File: config.mk
export PLATFORM = sky130hd
export DESIGN_NAME = delimited_frame_receiver
export DESIGN_NICKNAME = d
export VERILOG_FILES = /design/src/design/dfr_pkg.sv /design/src/design/dfr_ram.sv /design/src/design/dfr_marker.sv /design/src/design/dfr_readout.sv /design/src/design/delimited_frame_receiver.sv
export VERILOG_INCLUDE_DIRS = /design/src /design/src/design
export SDC_FILE = /design/constraint.sdc
export NUM_CORES = 1
export LEC_CHECK = 0
export BUFFER_PORTS_ARGS = -buffer_cell sky130_fd_sc_hd__buf_2
export CAP_MARGIN = 20
export CORE_ASPECT_RATIO = 1.1
export CORE_MARGIN = 1
export CORE_UTILIZATION = 35
export DETAILED_ROUTE_END_ITERATION = 10
export GPL_TIMING_DRIVEN = 0
export PLACE_DENSITY = 0.54
export SLEW_MARGIN = 30
export SYNTH_ARGS = -nofsm -noshare
export SYNTH_HDL_FRONTEND = slang
export SYNTH_SLANG_ARGS = --single-unit
File: constraint.sdc
create_clock -name clk -period 3.15 [get_ports clk]
set_clock_uncertainty 0.1 [all_clocks]
set_input_delay 0.63 -clock clk [delete_from_list [all_inputs] [get_ports clk]]
set_output_delay 0.63 -clock clk [all_outputs]
set_load 0.05 [all_outputs]
File: src/design/delimited_frame_receiver_assert.svh
// assertion macros used by the frame receiver top level
`ifndef DELIMITED_FRAME_RECEIVER_ASSERT_SVH
`define DELIMITED_FRAME_RECEIVER_ASSERT_SVH

// same-cycle implication, checked out of reset
`define DFR_ASSERT_IMPLY(name, clk, rst_n, ante, cons, msg) \
    name: assert property (@(posedge clk) disable iff (!rst_n) (ante) |-> (cons)) \
        else $error(msg);

// next-cycle implication, checked out of reset
`define DFR_ASSERT_NEXT(name, clk, rst_n, ante, cons, msg) \
    name: assert property (@(posedge clk) disable iff (!rst_n) (ante) |=> (cons)) \
        else $error(msg);

`endif

File: src/design/dfr_pkg.sv
// shared types and constants of the frame receiver
package dfr_pkg;

    localparam int BYTE_W      = 8;
    localparam int CFG_IDX_W   = 3;
    localparam int MARKER_TAIL = 2;

    localparam logic [CFG_IDX_W-1:0] REG_FLAG      = 3'd0;
    localparam logic [CFG_IDX_W-1:0] REG_START_ONE = 3'd1;
    localparam logic [CFG_IDX_W-1:0] REG_START_TWO = 3'd2;
    localparam logic [CFG_IDX_W-1:0] REG_END_ONE   = 3'd3;
    localparam logic [CFG_IDX_W-1:0] REG_END_TWO   = 3'd4;

    localparam logic [BYTE_W-1:0] FLAG_RST      = 8'd0;
    localparam logic [BYTE_W-1:0] START_ONE_RST = 8'd1;
    localparam logic [BYTE_W-1:0] START_TWO_RST = 8'd2;
    localparam logic [BYTE_W-1:0] END_ONE_RST   = 8'd3;
    localparam logic [BYTE_W-1:0] END_TWO_RST   = 8'd4;

    typedef struct packed {
        logic [BYTE_W-1:0] flag_byte;
        logic [BYTE_W-1:0] start_one_byte;
        logic [BYTE_W-1:0] start_two_byte;
        logic [BYTE_W-1:0] end_one_byte;
        logic [BYTE_W-1:0] end_two_byte;
    } cfg_t;

    typedef enum logic [3:0] {
        PH_IDLE  = 4'b0001,
        PH_FLAG  = 4'b0010,
        PH_START = 4'b0100,
        PH_END   = 4'b1000
    } phase_t;

    typedef enum logic [3:0] {
        RD_ACCEPT = 4'b0001,
        RD_ISSUE  = 4'b0010,
        RD_LOAD   = 4'b0100,
        RD_EMPTY  = 4'b1000
    } rd_state_t;

    // per-byte decision from the marker tracker
    typedef struct packed {
        logic store;
        logic emit;
    } step_t;

endpackage

File: src/design/dfr_ram.sv
// generic single-write, single-read ram with registered read data
module dfr_ram #(
    parameter int WIDTH = 8,
    parameter int DEPTH = 64,
    localparam int AW = $clog2(DEPTH)
) (
    input  logic             clk,
    input  logic             we,
    input  logic [AW-1:0]    waddr,
    input  logic [WIDTH-1:0] wdata,
    input  logic             re,
    input  logic [AW-1:0]    raddr,
    output logic [WIDTH-1:0] rdata
);

    logic [WIDTH-1:0] mem [DEPTH];
    logic [WIDTH-1:0] rdata_reg;

    always_ff @(posedge clk)
    begin
        if (we)
        begin
            mem[waddr] <= wdata;
        end
        if (re)
        begin
            rdata_reg <= mem[raddr];
        end
    end

    assign rdata = rdata_reg;

endmodule

File: src/design/dfr_marker.sv
// marker tracker: phase, open flag and fill index
module dfr_marker #(
    parameter int STORE_DEPTH = 64,
    localparam int IDX_W = $clog2(STORE_DEPTH)
) (
    input  logic                        clk,
    input  logic                        rst_n,
    input  dfr_pkg::cfg_t               cfg,
    input  logic [dfr_pkg::BYTE_W-1:0]  rx_byte,
    input  logic                        take,
    output dfr_pkg::step_t              step,
    output logic [IDX_W-1:0]            store_addr,
    output logic [IDX_W-1:0]            emit_len
);
    import dfr_pkg::*;

    localparam logic [IDX_W-1:0] LAST_IDX = IDX_W'(STORE_DEPTH - 1);
    localparam logic [IDX_W-1:0] TAIL     = IDX_W'(MARKER_TAIL);

    phase_t           phase_reg, phase_next;
    logic             open_reg, open_next;
    logic [IDX_W-1:0] fill_reg, fill_next;
    logic             keep;
    logic             close;
    logic [IDX_W-1:0] base;

    always_comb
    begin
        phase_next = phase_reg;
        open_next  = open_reg;
        fill_next  = fill_reg;
        keep       = 1'b1;
        close      = 1'b0;
        unique case (phase_reg)
            PH_IDLE:
            begin
                if (rx_byte == cfg.flag_byte)
                begin
                    phase_next = PH_FLAG;
                end
            end
            PH_FLAG:
            begin
                priority if (rx_byte == cfg.start_one_byte)
                begin
                    phase_next = PH_START;
                end
                else if (rx_byte == cfg.end_one_byte)
                begin
                    phase_next = PH_END;
                end
                else if (rx_byte == cfg.flag_byte)
                begin
                    phase_next = PH_FLAG;
                end
                else
                begin
                    phase_next = PH_IDLE;
                end
            end
            PH_START:
            begin
                phase_next = PH_IDLE;
                if (rx_byte == cfg.start_two_byte)
                begin
                    open_next = 1'b1;
                    keep      = 1'b0;
                    fill_next = '0;
                end
            end
            PH_END:
            begin
                phase_next = PH_IDLE;
                if (rx_byte == cfg.end_two_byte)
                begin
                    close = 1'b1;
                end
            end
            default:
            begin
                phase_next = PH_IDLE;
            end
        endcase

        // end marker restarts the store at entry zero
        base = close ? '0 : fill_reg;
        if (close)
        begin
            open_next = 1'b0;
        end
        if (keep)
        begin
            fill_next = base + 1'b1;
            if (base == LAST_IDX)
            begin
                fill_next  = '0;
                open_next  = 1'b0;
                phase_next = PH_IDLE;
            end
        end
    end

    // payload excludes the stored flag and end-one bytes
    assign emit_len   = (fill_reg >= TAIL) ? (fill_reg - TAIL) : '0;
    assign store_addr = base;
    assign step.emit  = take && close && open_reg;
    assign step.store = take && keep && !(close && open_reg);

    always_ff @(posedge clk or negedge rst_n)
    begin
        if (!rst_n)
        begin
            phase_reg <= PH_IDLE;
            open_reg  <= 1'b0;
            fill_reg  <= '0;
        end
        else if (take)
        begin
            phase_reg <= phase_next;
            open_reg  <= open_next;
            fill_reg  <= fill_next;
        end
    end

endmodule

File: src/design/dfr_readout.sv
// frame readout sequencer and result register
module dfr_readout #(
    parameter int STORE_DEPTH = 64,
    localparam int IDX_W = $clog2(STORE_DEPTH)
) (
    input  logic                        clk,
    input  logic                        rst_n,
    input  dfr_pkg::step_t              step,
    input  logic [IDX_W-1:0]            emit_len,
    input  logic [dfr_pkg::BYTE_W-1:0]  rx_byte,
    output logic                        accepting,
    output logic                        rd_en,
    output logic [IDX_W-1:0]            rd_addr,
    input  logic [dfr_pkg::BYTE_W-1:0]  rd_data,
    output logic                        wb_en,
    output logic [dfr_pkg::BYTE_W-1:0]  wb_data,
    output logic                        out_valid,
    input  logic                        out_ready,
    output logic [dfr_pkg::BYTE_W-1:0]  payload_byte,
    output logic                        last_of_frame,
    output logic                        frame_empty
);
    import dfr_pkg::*;

    rd_state_t         state_reg, state_next;
    logic [IDX_W-1:0]  len_reg;
    logic [IDX_W-1:0]  idx_reg;
    logic [BYTE_W-1:0] pend_reg;
    logic              valid_reg;
    logic [BYTE_W-1:0] byte_reg;
    logic              last_reg;
    logic              empty_reg;
    logic              out_free;
    logic              is_last;
    logic              load;

    assign out_free = !valid_reg || out_ready;
    assign is_last  = (idx_reg + 1'b1) == len_reg;

    always_comb
    begin
        state_next = state_reg;
        rd_en      = 1'b0;
        wb_en      = 1'b0;
        load       = 1'b0;
        unique case (state_reg)
            RD_ACCEPT:
            begin
                if (step.emit)
                begin
                    state_next = (emit_len == '0) ? RD_EMPTY : RD_ISSUE;
                end
            end
            RD_ISSUE:
            begin
                if (out_free)
                begin
                    rd_en      = 1'b1;
                    state_next = RD_LOAD;
                end
            end
            RD_LOAD:
            begin
                load = 1'b1;
                if (is_last)
                begin
                    wb_en      = 1'b1;
                    state_next = RD_ACCEPT;
                end
                else
                begin
                    state_next = RD_ISSUE;
                end
            end
            RD_EMPTY:
            begin
                if (out_free)
                begin
                    load       = 1'b1;
                    wb_en      = 1'b1;
                    state_next = RD_ACCEPT;
                end
            end
            default:
            begin
                state_next = RD_ACCEPT;
            end
        endcase
    end

    assign accepting = (state_reg == RD_ACCEPT);
    assign rd_addr   = idx_reg;
    assign wb_data   = pend_reg;

    always_ff @(posedge clk or negedge rst_n)
    begin
        if (!rst_n)
        begin
            state_reg <= RD_ACCEPT;
            valid_reg <= 1'b0;
            idx_reg   <= '0;
        end
        else
        begin
            state_reg <= state_next;
            if (load)
            begin
                valid_reg <= 1'b1;
            end
            else if (out_ready)
            begin
                valid_reg <= 1'b0;
            end
            if (state_reg == RD_ACCEPT)
            begin
                idx_reg <= '0;
            end
            else if (state_reg == RD_LOAD)
            begin
                idx_reg <= idx_reg + 1'b1;
            end
        end
    end

    always_ff @(posedge clk)
    begin
        if (state_reg == RD_ACCEPT && step.emit)
        begin
            len_reg  <= emit_len;
            pend_reg <= rx_byte;
        end
        if (load)
        begin
            if (state_reg == RD_EMPTY)
            begin
                byte_reg  <= '0;
                last_reg  <= 1'b1;
                empty_reg <= 1'b1;
            end
            else
            begin
                byte_reg  <= rd_data;
                last_reg  <= is_last;
                empty_reg <= 1'b0;
            end
        end
    end

    assign out_valid     = valid_reg;
    assign payload_byte  = byte_reg;
    assign last_of_frame = last_reg;
    assign frame_empty   = empty_reg;

endmodule

File: src/design/delimited_frame_receiver.sv
// top level of the delimited frame receiver: marker tracking, frame store, readout
// throughput: one received byte per cycle while no frame is being read out
// frame readout: one ram read, then a load of the result register, per payload byte, or a
//   direct load for an empty frame; it waits while the result register is stalled; input is
//   held off for the whole readout
// first result: registered in the load state after an issue state, or in the empty state
// reset: asynchronous active low; clears phase, open flag, fill index, sequencer, result valid
`include "delimited_frame_receiver_assert.svh"

module delimited_frame_receiver #(
    parameter int STORE_DEPTH = 64
) (
    input  logic                           clk,
    input  logic                           rst_n,
    input  logic                           cfg_we,
    input  logic [dfr_pkg::CFG_IDX_W-1:0]  cfg_index,
    input  logic [dfr_pkg::BYTE_W-1:0]     cfg_data,
    input  logic                           in_valid,
    output logic                           in_ready,
    input  logic [dfr_pkg::BYTE_W-1:0]     rx_byte,
    output logic                           out_valid,
    input  logic                           out_ready,
    output logic [dfr_pkg::BYTE_W-1:0]     payload_byte,
    output logic                           last_of_frame,
    output logic                           frame_empty
);
    import dfr_pkg::*;

    localparam int IDX_W = $clog2(STORE_DEPTH);

    cfg_t              cfg_reg;
    step_t             step;
    logic              take;
    logic              accepting;
    logic [IDX_W-1:0]  store_addr;
    logic [IDX_W-1:0]  emit_len;
    logic              rd_en;
    logic [IDX_W-1:0]  rd_addr;
    logic [BYTE_W-1:0] rd_data;
    logic              wb_en;
    logic [BYTE_W-1:0] wb_data;
    logic              ram_we;
    logic [IDX_W-1:0]  ram_waddr;
    logic [BYTE_W-1:0] ram_wdata;

    // configuration registers, to be written only while the block is quiet; the block does not enforce it
    always_ff @(posedge clk or negedge rst_n)
    begin
        if (!rst_n)
        begin
            cfg_reg.flag_byte      <= FLAG_RST;
            cfg_reg.start_one_byte <= START_ONE_RST;
            cfg_reg.start_two_byte <= START_TWO_RST;
            cfg_reg.end_one_byte   <= END_ONE_RST;
            cfg_reg.end_two_byte   <= END_TWO_RST;
        end
        else if (cfg_we)
        begin
            unique case (cfg_index)
                REG_FLAG:      cfg_reg.flag_byte      <= cfg_data;
                REG_START_ONE: cfg_reg.start_one_byte <= cfg_data;
                REG_START_TWO: cfg_reg.start_two_byte <= cfg_data;
                REG_END_ONE:   cfg_reg.end_one_byte   <= cfg_data;
                REG_END_TWO:   cfg_reg.end_two_byte   <= cfg_data;
                default:       ;
            endcase
        end
    end

    // bytes are taken only while the sequencer is not reading out a frame
    assign in_ready = accepting;
    assign take     = in_valid && in_ready;

    dfr_marker #(
        .STORE_DEPTH (STORE_DEPTH)
    ) u_marker (
        .clk        (clk),
        .rst_n      (rst_n),
        .cfg        (cfg_reg),
        .rx_byte    (rx_byte),
        .take       (take),
        .step       (step),
        .store_addr (store_addr),
        .emit_len   (emit_len)
    );

    dfr_readout #(
        .STORE_DEPTH (STORE_DEPTH)
    ) u_readout (
        .clk           (clk),
        .rst_n         (rst_n),
        .step          (step),
        .emit_len      (emit_len),
        .rx_byte       (rx_byte),
        .accepting     (accepting),
        .rd_en         (rd_en),
        .rd_addr       (rd_addr),
        .rd_data       (rd_data),
        .wb_en         (wb_en),
        .wb_data       (wb_data),
        .out_valid     (out_valid),
        .out_ready     (out_ready),
        .payload_byte  (payload_byte),
        .last_of_frame (last_of_frame),
        .frame_empty   (frame_empty)
    );

    // write port: normal byte stores while accepting, the deferred closing byte
    // goes to entry zero once the last payload read has been issued
    assign ram_we    = step.store || wb_en;
    assign ram_waddr = wb_en ? '0 : store_addr;
    assign ram_wdata = wb_en ? wb_data : rx_byte;

    dfr_ram #(
        .WIDTH (BYTE_W),
        .DEPTH (STORE_DEPTH)
    ) u_store (
        .clk   (clk),
        .we    (ram_we),
        .waddr (ram_waddr),
        .wdata (ram_wdata),
        .re    (rd_en),
        .raddr (rd_addr),
        .rdata (rd_data)
    );

    // readout never overlaps byte intake
    `DFR_ASSERT_IMPLY(a_read_blocks_input, clk, rst_n, rd_en, !in_ready, "read during intake")
    // closing byte write-back reopens intake
    `DFR_ASSERT_NEXT(a_wb_then_accept, clk, rst_n, wb_en, in_ready, "intake not resumed")
    // an empty frame result is always the last one
    `DFR_ASSERT_IMPLY(a_empty_is_last, clk, rst_n, out_valid && frame_empty, last_of_frame,
                      "empty result not last")
    // frame emission immediately stops intake
    `DFR_ASSERT_NEXT(a_emit_stops_input, clk, rst_n, step.emit, !in_ready, "intake after emit")

endmodule
==> out/results.tsv, run 1 <==
stage	metric	value	unit
status	status	finished clean	
cells_and_area	finalNonFillerCells	2408	
global_routing	grt_overflow	0	
worst_setup_path	crit_slowest_cell	nor2_1	
worst_setup_path	cp_max_fo	10	
synthesis	synth_area_per_cell	19.1	um^2
worst_setup_path	critical_path_buf_inv_count	3	
floorplanning	rows	101	
route	drc	0	
place	dp_hpwl	40500	um
clock_tree	path_clk_slew	0.06	ns
place	placed_area	0.0262	mm^2
global_routing	grt.total_usage	17.5	%
cells_and_area	multi_input_area	0.00660	mm^2
pwr	seqPwrFrac	51.0	%
place	io_buffers	34	
sta	period_minus_slack	3.08	ns
sta	fmax	0.324	GHz
sta	final.period_utilization	97.9	%
synthesis	yosys_register_bits	606	
synthesis	async_flop_share	10.2	%
clock_tree	cts_tree	built	
floorplanning	core-area	0.0689	mm^2
cells_and_area	antennaDiodeCount	0	
floorplanning	dieWidth	254	um
synthesis	yosys_warnings	0	
global_routing	grt_pass1_wl	89400	um
sta	maxSlewHeadroom	36.7	%
worst_setup_path	endpoint_kind	flop	
clock_tree	cts_buffer_depth	3	
clock_tree	cts_buffers	66	
min_path	min_path_type	input pin to flop	
job	cap_violations	0	
synthesis	synth.net_count	1303	
cells_and_area	fin_area	0.0290	mm^2
synthesis	synth_top_flop_cell	edfxtp_1	
worst_setup_path	startpoint_type	flop	
worst_setup_path	worstPathArrival	3.44	ns
worst_setup_path	required	3.51	ns
synthesis	synthDistinctLibCells	65	
pwr	leakagePower	9.17	nW
floorplanning	initial_core_util	35.4	%
floorplanning	top_level_ports	36	
sta	slew_violations	0	
synthesis	synth_area	0.0244	mm^2
global_routing	grt_max_degree	41	
synthesis	synth_top_area_cell	edfxtp_1	
place	placed_cells	2251	
pwr	comb_power_share	7.2	%
clock_tree	root_buffer	clkbuf_16	
synthesis	synth_edf_count	544	
cells_and_area	largest_register_ffs	512	
synthesis	yosysSeqAreaShare	73.5	%
global_routing	grt_pass1_vias	13200	
sta	rsz0062_at_grt	true	
worst_setup_path	worstSetupPathType	flop to flop	
synthesis	synthCells	1276	
worst_setup_path	worstPathCellList	clkbuf_2, clkbuf_4, nor2_1, clkbuf_1, a22oi_1, a21oi_1, or4_1	
cells_and_area	drive_gt1_share	33.0	%
sta	worst_slew_pin_slew	0.947	ns
cells_and_area	fin_util	42.1	%
synthesis	synth.most_common_cell	edfxtp_1	
synthesis	synth_commonest_cells	edfxtp_1 (544), mux4_2 (128), nor2_1 (65)	
route	dr.first_iter.drc_count	1034	
sta	finalHoldViolCount	0	
clock_tree	clock-sinks	606	
route	first_pass_iters	5	
clock_tree	cts_max_level	3	
global_routing	antenna_found_initial	0	
pwr	switchingPower	0.00405	W
route	via_count	12700	
pwr	irDropWorstVdd	0.496	mV
pwr	internal_power	0.0139	W
route	wl_per_cell	24.9	um
synthesis	synth_top_area_share	67.1	%
floorplanning	chipHeight	279	um
pwr	power-per-cell-area	618	mW/mm^2
clock_tree	insertion_delay	0.62	ns
worst_setup_path	reg2reg_slack	0.07	ns
pwr	clockPowerShare	41.9	%
pwr	sw_frac_of_total	22.6	%
route	wl	60100	um
floorplanning	die-area	0.0706	mm^2
place	place.gp.congestion	0.876	
cells_and_area	fin_nets	1459	
worst_setup_path	crit_family	buffers and inverters	
route	antenna_left	0	
synthesis	netlist_top_cells_area	edfxtp_1 (67%), mux4_2 (12%), dfrtp_1 (5.7%)	
worst_setup_path	cp_slowest_stage_delay	0.54	ns
cells_and_area	fillers	6024	
cells_and_area	register_area	0.0179	mm^2
cells_and_area	area_delta_synth_final	19.2	%
route	viasPerCell	5.27	
sta	setup_violations	0	
-- placed cells by master (no fill, tap or decap), drive strengths merged, types with 11 or more instances in the layout --
master / n
buf: 123
edfxtp: 544
mux4: 128
nor2: 65
a22oi: 64
xor2: 12
nor4: 22
nand3: 17
nand2: 29
clkinv: 28
nor2b: 13
dfrtp: 55
nand4: 11
xnor2: 40
nor3: 13
a21oi: 35
mux2: 48
clkbuf: 126
-- through the flow --
stage,setup TNS [ns],power [W],setup WS [ns],hold WS [ns]
6_report,0,0.0179,0.0663,0.117
5_1_grt,-1.04,0.0185,-0.0428,0.112
4_1_cts,0,0.0181,0.0108,0.0875
3_5_place_dp,-436.47,0.0105,-0.967,0.415
3_3_place_gp,-1127.88,0.0104,-1.72,0.413
2_1_floorplan,-9.88,0.0100,-0.252,0.234
-- power by group through the flow --
stage | Clock [W] | Sequential (W) | Combinational (W)
after floorplan | 0 | 0.00928 | 0.000715
after global placement | 0 | 0.00931 | 0.00106
after detailed placement | 0 | 0.00931 | 0.00114
after CTS | 0.00767 | 0.00914 | 0.00127
after global routing | 0.00794 | 0.00916 | 0.00138
final | 0.00750 | 0.00914 | 0.00128
-- worst reg2reg max path, delay by kind of cell, from the launching register on --
family / cells / cell delay, ns
flops: 1 / 0.40
compound gates: 2 / 0.61
buf+inv: 3 / 1.06
simple gates: 2 / 0.78
-- layer usage --
layer  routed length (um)  part of all wire [%]  track usage (%)
met1                25400                    42             23.2
met2                30200                    50             29.2
met3                 2850                   4.7             2.78
met4                 1630                   2.7             5.97
met5                    0                     0                0
-- repair_timing --
action,CTS,global route
gates resized for setup,78,17
buffers inserted,35,4
pin swaps,13,5
endpoints found under the hold margin,25,0
hold buffers,1,0
setup endpoints to repair,1008,390
-- worst paths after layout --
check                                           from              endpoint  cells past startpoint
max in group asynchronous                      rst_n            cfg_reg[9]                      3
min in group asynchronous                      rst_n           cfg_reg[26]                      2
worst min register to register           cfg_reg[26]           cfg_reg[26]                      1
worst max-delay path            u_readout.rd_addr[1]      u_store.rdata[1]                      7
worst max register to register  u_readout.rd_addr[1]      u_store.rdata[1]                      7
worst min-delay path                      rx_byte[2]  u_readout.wb_data[2]                      1
-- area by class of cell --
cell class              instances  area share (%)
multi-input cells             584            22.7
well taps                     927            4.00
inverters                       8           0.108
flip-flops and latches        606            61.7
clock buffers                  84            6.17
clock inverters                33            1.03
repair buffers                 88            2.69
plain buffers                  78            1.59
-- cell families after synthesis --
logic type	after synthesis	share of synthesized area, %
xor gates and xnor gates	53	1.96
adders and majority gates	3	0.154
DFF	606	73.5
buffers and inverters	86	1.74
AOI/OAI and AO/OA	141	4.01
and+or+nand+nor	210	4.55
muxes	177	14.1
No activity file was read; power rests on OpenSTA's default activity.
==> run 2, diff against run 1 <==
BUFFER_PORTS_ARGS = not set   (was -buffer_cell sky130_fd_sc_hd__buf_2)
DONT_BUFFER_PORTS = 1   (was not set)
==> run 2 against run 1 <==
- non-clock buffer count decreased by 8
- critical path depth unchanged
- first-iteration DRC count increased by 14%
- largest cell class unchanged
- highest routed layer is now met5
- utilization increased by 0.70 points
- critical endpoint is now u_store.rdata[0]
- largest power group unchanged
- routed wire length increased by 5.1%
- global-route usage increased by 0.31 points
- sequential power about the same
- die area unchanged
- clock-buffer cell count increased by 1
- combinational power about the same
- final cell count about the same
==> out/results.tsv, run 2 (synthesis gave the netlist of run 1 again) <==
stage	metric	value	unit	change
status	status	finished clean		
cells_and_area	drive_gt1_share	33.0	%	about the same
route	first_pass_iters	7		+2
min_path	min_path_type	input pin to flop		
floorplanning	core-area	0.0689	mm^2	unchanged
sta	fmax	0.323	GHz	-0.33%
pwr	seqPwrFrac	50.4	%	-0.6 points
global_routing	grt_overflow	0		unchanged
cells_and_area	area_delta_synth_final	21.1	%	
floorplanning	die-area	0.0706	mm^2	unchanged
worst_setup_path	cp_max_fo	10		unchanged
route	via_count	12800		+1.2%
cells_and_area	layout_common_cells	edfxtp_1 (544), mux4_2 (128), clkbuf_16 (69)		
cells_and_area	antennaDiodeCount	0		unchanged
place	dp_hpwl	40400	um	-0.24%
cells_and_area	final_common_cell	edfxtp_1		
cells_and_area	fin_nets	1456		-0.21%
clock_tree	cts_max_level	3		unchanged
route	wl	63100	um	+5.1%
cells_and_area	fin_util	42.8	%	+0.70 points
clock_tree	root_buffer	clkbuf_16		
clock_tree	cts_buffer_depth	3		unchanged
pwr	comb_power_share	7.2	%	about the same
worst_setup_path	crit_slowest_cell	clkbuf_1		
floorplanning	rows	101		unchanged
global_routing	antenna_found_initial	3		+3
place	place.gp.congestion	0.881		+0.59%
clock_tree	insertion_delay	0.62	ns	about the same
route	dr.first_iter.drc_count	1181		+14%
floorplanning	initial_core_util	35.4	%	unchanged
job	cap_violations	0		unchanged
floorplanning	chipHeight	279	um	unchanged
clock_tree	path_clk_slew	0.06	ns	about the same
worst_setup_path	reg2reg_slack	0.06	ns	about the same
pwr	irDropWorstVdd	0.369	mV	-26%
worst_setup_path	startpoint_type	flop		
clock_tree	clock-sinks	606		unchanged
sta	slew_violations	0		unchanged
sta	finalHoldViolCount	0		unchanged
pwr	clockPowerShare	42.3	%	+0.4 points
floorplanning	dieWidth	254	um	unchanged
cells_and_area	fin_area	0.0295	mm^2	+1.7%
route	drc	0		unchanged
route	antenna_left	0		unchanged
min_path	hold_depth	1		unchanged
route	viasPerCell	5.33		+1.2%
floorplanning	top_level_ports	36		unchanged
pwr	sw_frac_of_total	22.7	%	+0.13 points
sta	period_minus_slack	3.09	ns	+0.0101 ns
sta	setup_violations	0		unchanged
clock_tree	cts_buffers	67		+1.5%
worst_setup_path	worstPathCellList	clkbuf_2, clkbuf_4, nor2_1, clkbuf_1, a22oi_1, a21oi_1, or4_1		
worst_setup_path	worstPathArrival	3.45	ns	about the same
sta	final.period_utilization	98.2	%	+0.32 points
place	io_buffers	0		-100%
clock_tree	cts_tree	built		
cells_and_area	largest_register_ffs	512		unchanged
worst_setup_path	cp_slowest_stage_delay	0.60	ns	+0.06 ns
global_routing	grt_pass1_vias	13100		-0.43%
worst_setup_path	endpoint_kind	flop		
worst_setup_path	required	3.51	ns	about the same
route	wl_per_cell	26.2	um	+5.1%
pwr	power-per-cell-area	615	mW/mm^2	-0.52%
global_routing	grt.total_usage	17.8	%	+0.31 points
worst_setup_path	r2r_cells	7		unchanged
global_routing	grt_pass1_wl	90500	um	+1.2%
pwr	switchingPower	0.00412	W	+1.7%
global_routing	grt_max_degree	65		+59%
sta	worst_slew_pin_slew	1.04	ns	+0.0896 ns
pwr	leakagePower	9.26	nW	+0.99%
worst_setup_path	worstSetupPathType	flop to flop		
pwr	internal_power	0.0140	W	+0.97%
sta	maxSlewHeadroom	30.9	%	-5.8 points
place	placed_area	0.0261	mm^2	-0.52%
-- run 2: changes by cell type in the layout (fill, tap and decap cells not counted), sizes merged --
cell and delta:
bufinv +1, inv +3, dlygate4sd3 +8, clkinv -5, clkinvlp +3, mux2 +4, clkbuf +1, buf -16
-- run 2: path summary, 6_finish.rpt --
| kind | start | endpoint |
|---|---|---|
| max in group asynchronous | rst_n | cfg_reg[9] |
| min in group asynchronous | rst_n | u_readout.rd_addr[1] |
| min | cfg_data[4] | cfg_reg[12] |
| max reg2reg | u_readout.rd_addr[1] | u_store.rdata[0] |
| max | u_readout.rd_addr[1] | u_store.rdata[0] |
| min reg2reg | cfg_reg[30] | cfg_reg[30] |
-- run 2: final cells by class --
class,count,area [um^2]
well taps,927,1160
inverters,8,37.5
clock inverters,35,325
repair buffers,80,1010
flip-flops and latches,606,17900
plain buffers,78,477
clock buffers,85,1820
multi-input cells,588,6780
fillers,5966,39400
-- run 2: critical path: cells and delay by family (launching register included) --
family | cells | cell delay [ns]
DFF | 1 | 0.38
and+or+nand+nor | 2 | 0.78
buffers and inverters | 3 | 1.08
AOI/OAI and AO/OA | 2 | 0.58
-- run 2: stage by stage --
stage	total power (W)	setup WS (ns)	hold WS (ns)	setup TNS (ns)	cells
after CTS	0.0182	-0.00646	0.0364	-0.0304	2385
final	0.0181	0.0562	0.0641	0	2407
after floorplan	0.0100	-0.252	0.234	-9.88	1276
after global placement	0.0103	-2.36	0.236	-1324.45	2203
after global routing	0.0187	-0.0258	0.0400	-0.233	2407
after detailed placement	0.0104	-1.02	0.236	-393.95	2221
-- run 2: power groups by stage --
stage	combinational, W	sequential (W)	clock [W]
6_report	0.00131	0.00915	0.00767
5_1_grt	0.00140	0.00917	0.00815
4_1_cts	0.00127	0.00914	0.00783
3_5_place_dp	0.00112	0.00931	0
3_3_place_gp	0.00103	0.00931	0
2_1_floorplan	0.000715	0.00928	0
-- run 2: per-layer routing --
layer	wire length (um)	track usage [%]	up-vias
met2	31200	29.4	421
met3	3930	3.26	92
li1	-	-	5548
met5	12	0	-
met1	26500	23.9	6773
met4	1470	5.25	2
-- run 2: repair_timing --
item,in CTS,in global routing
pin swaps,14,12
hold buffers,10,0
gates resized for setup,82,50
setup endpoints to repair,920,689
setup buffers,34,18
cloned,0,4
endpoints found under the hold margin,70,0
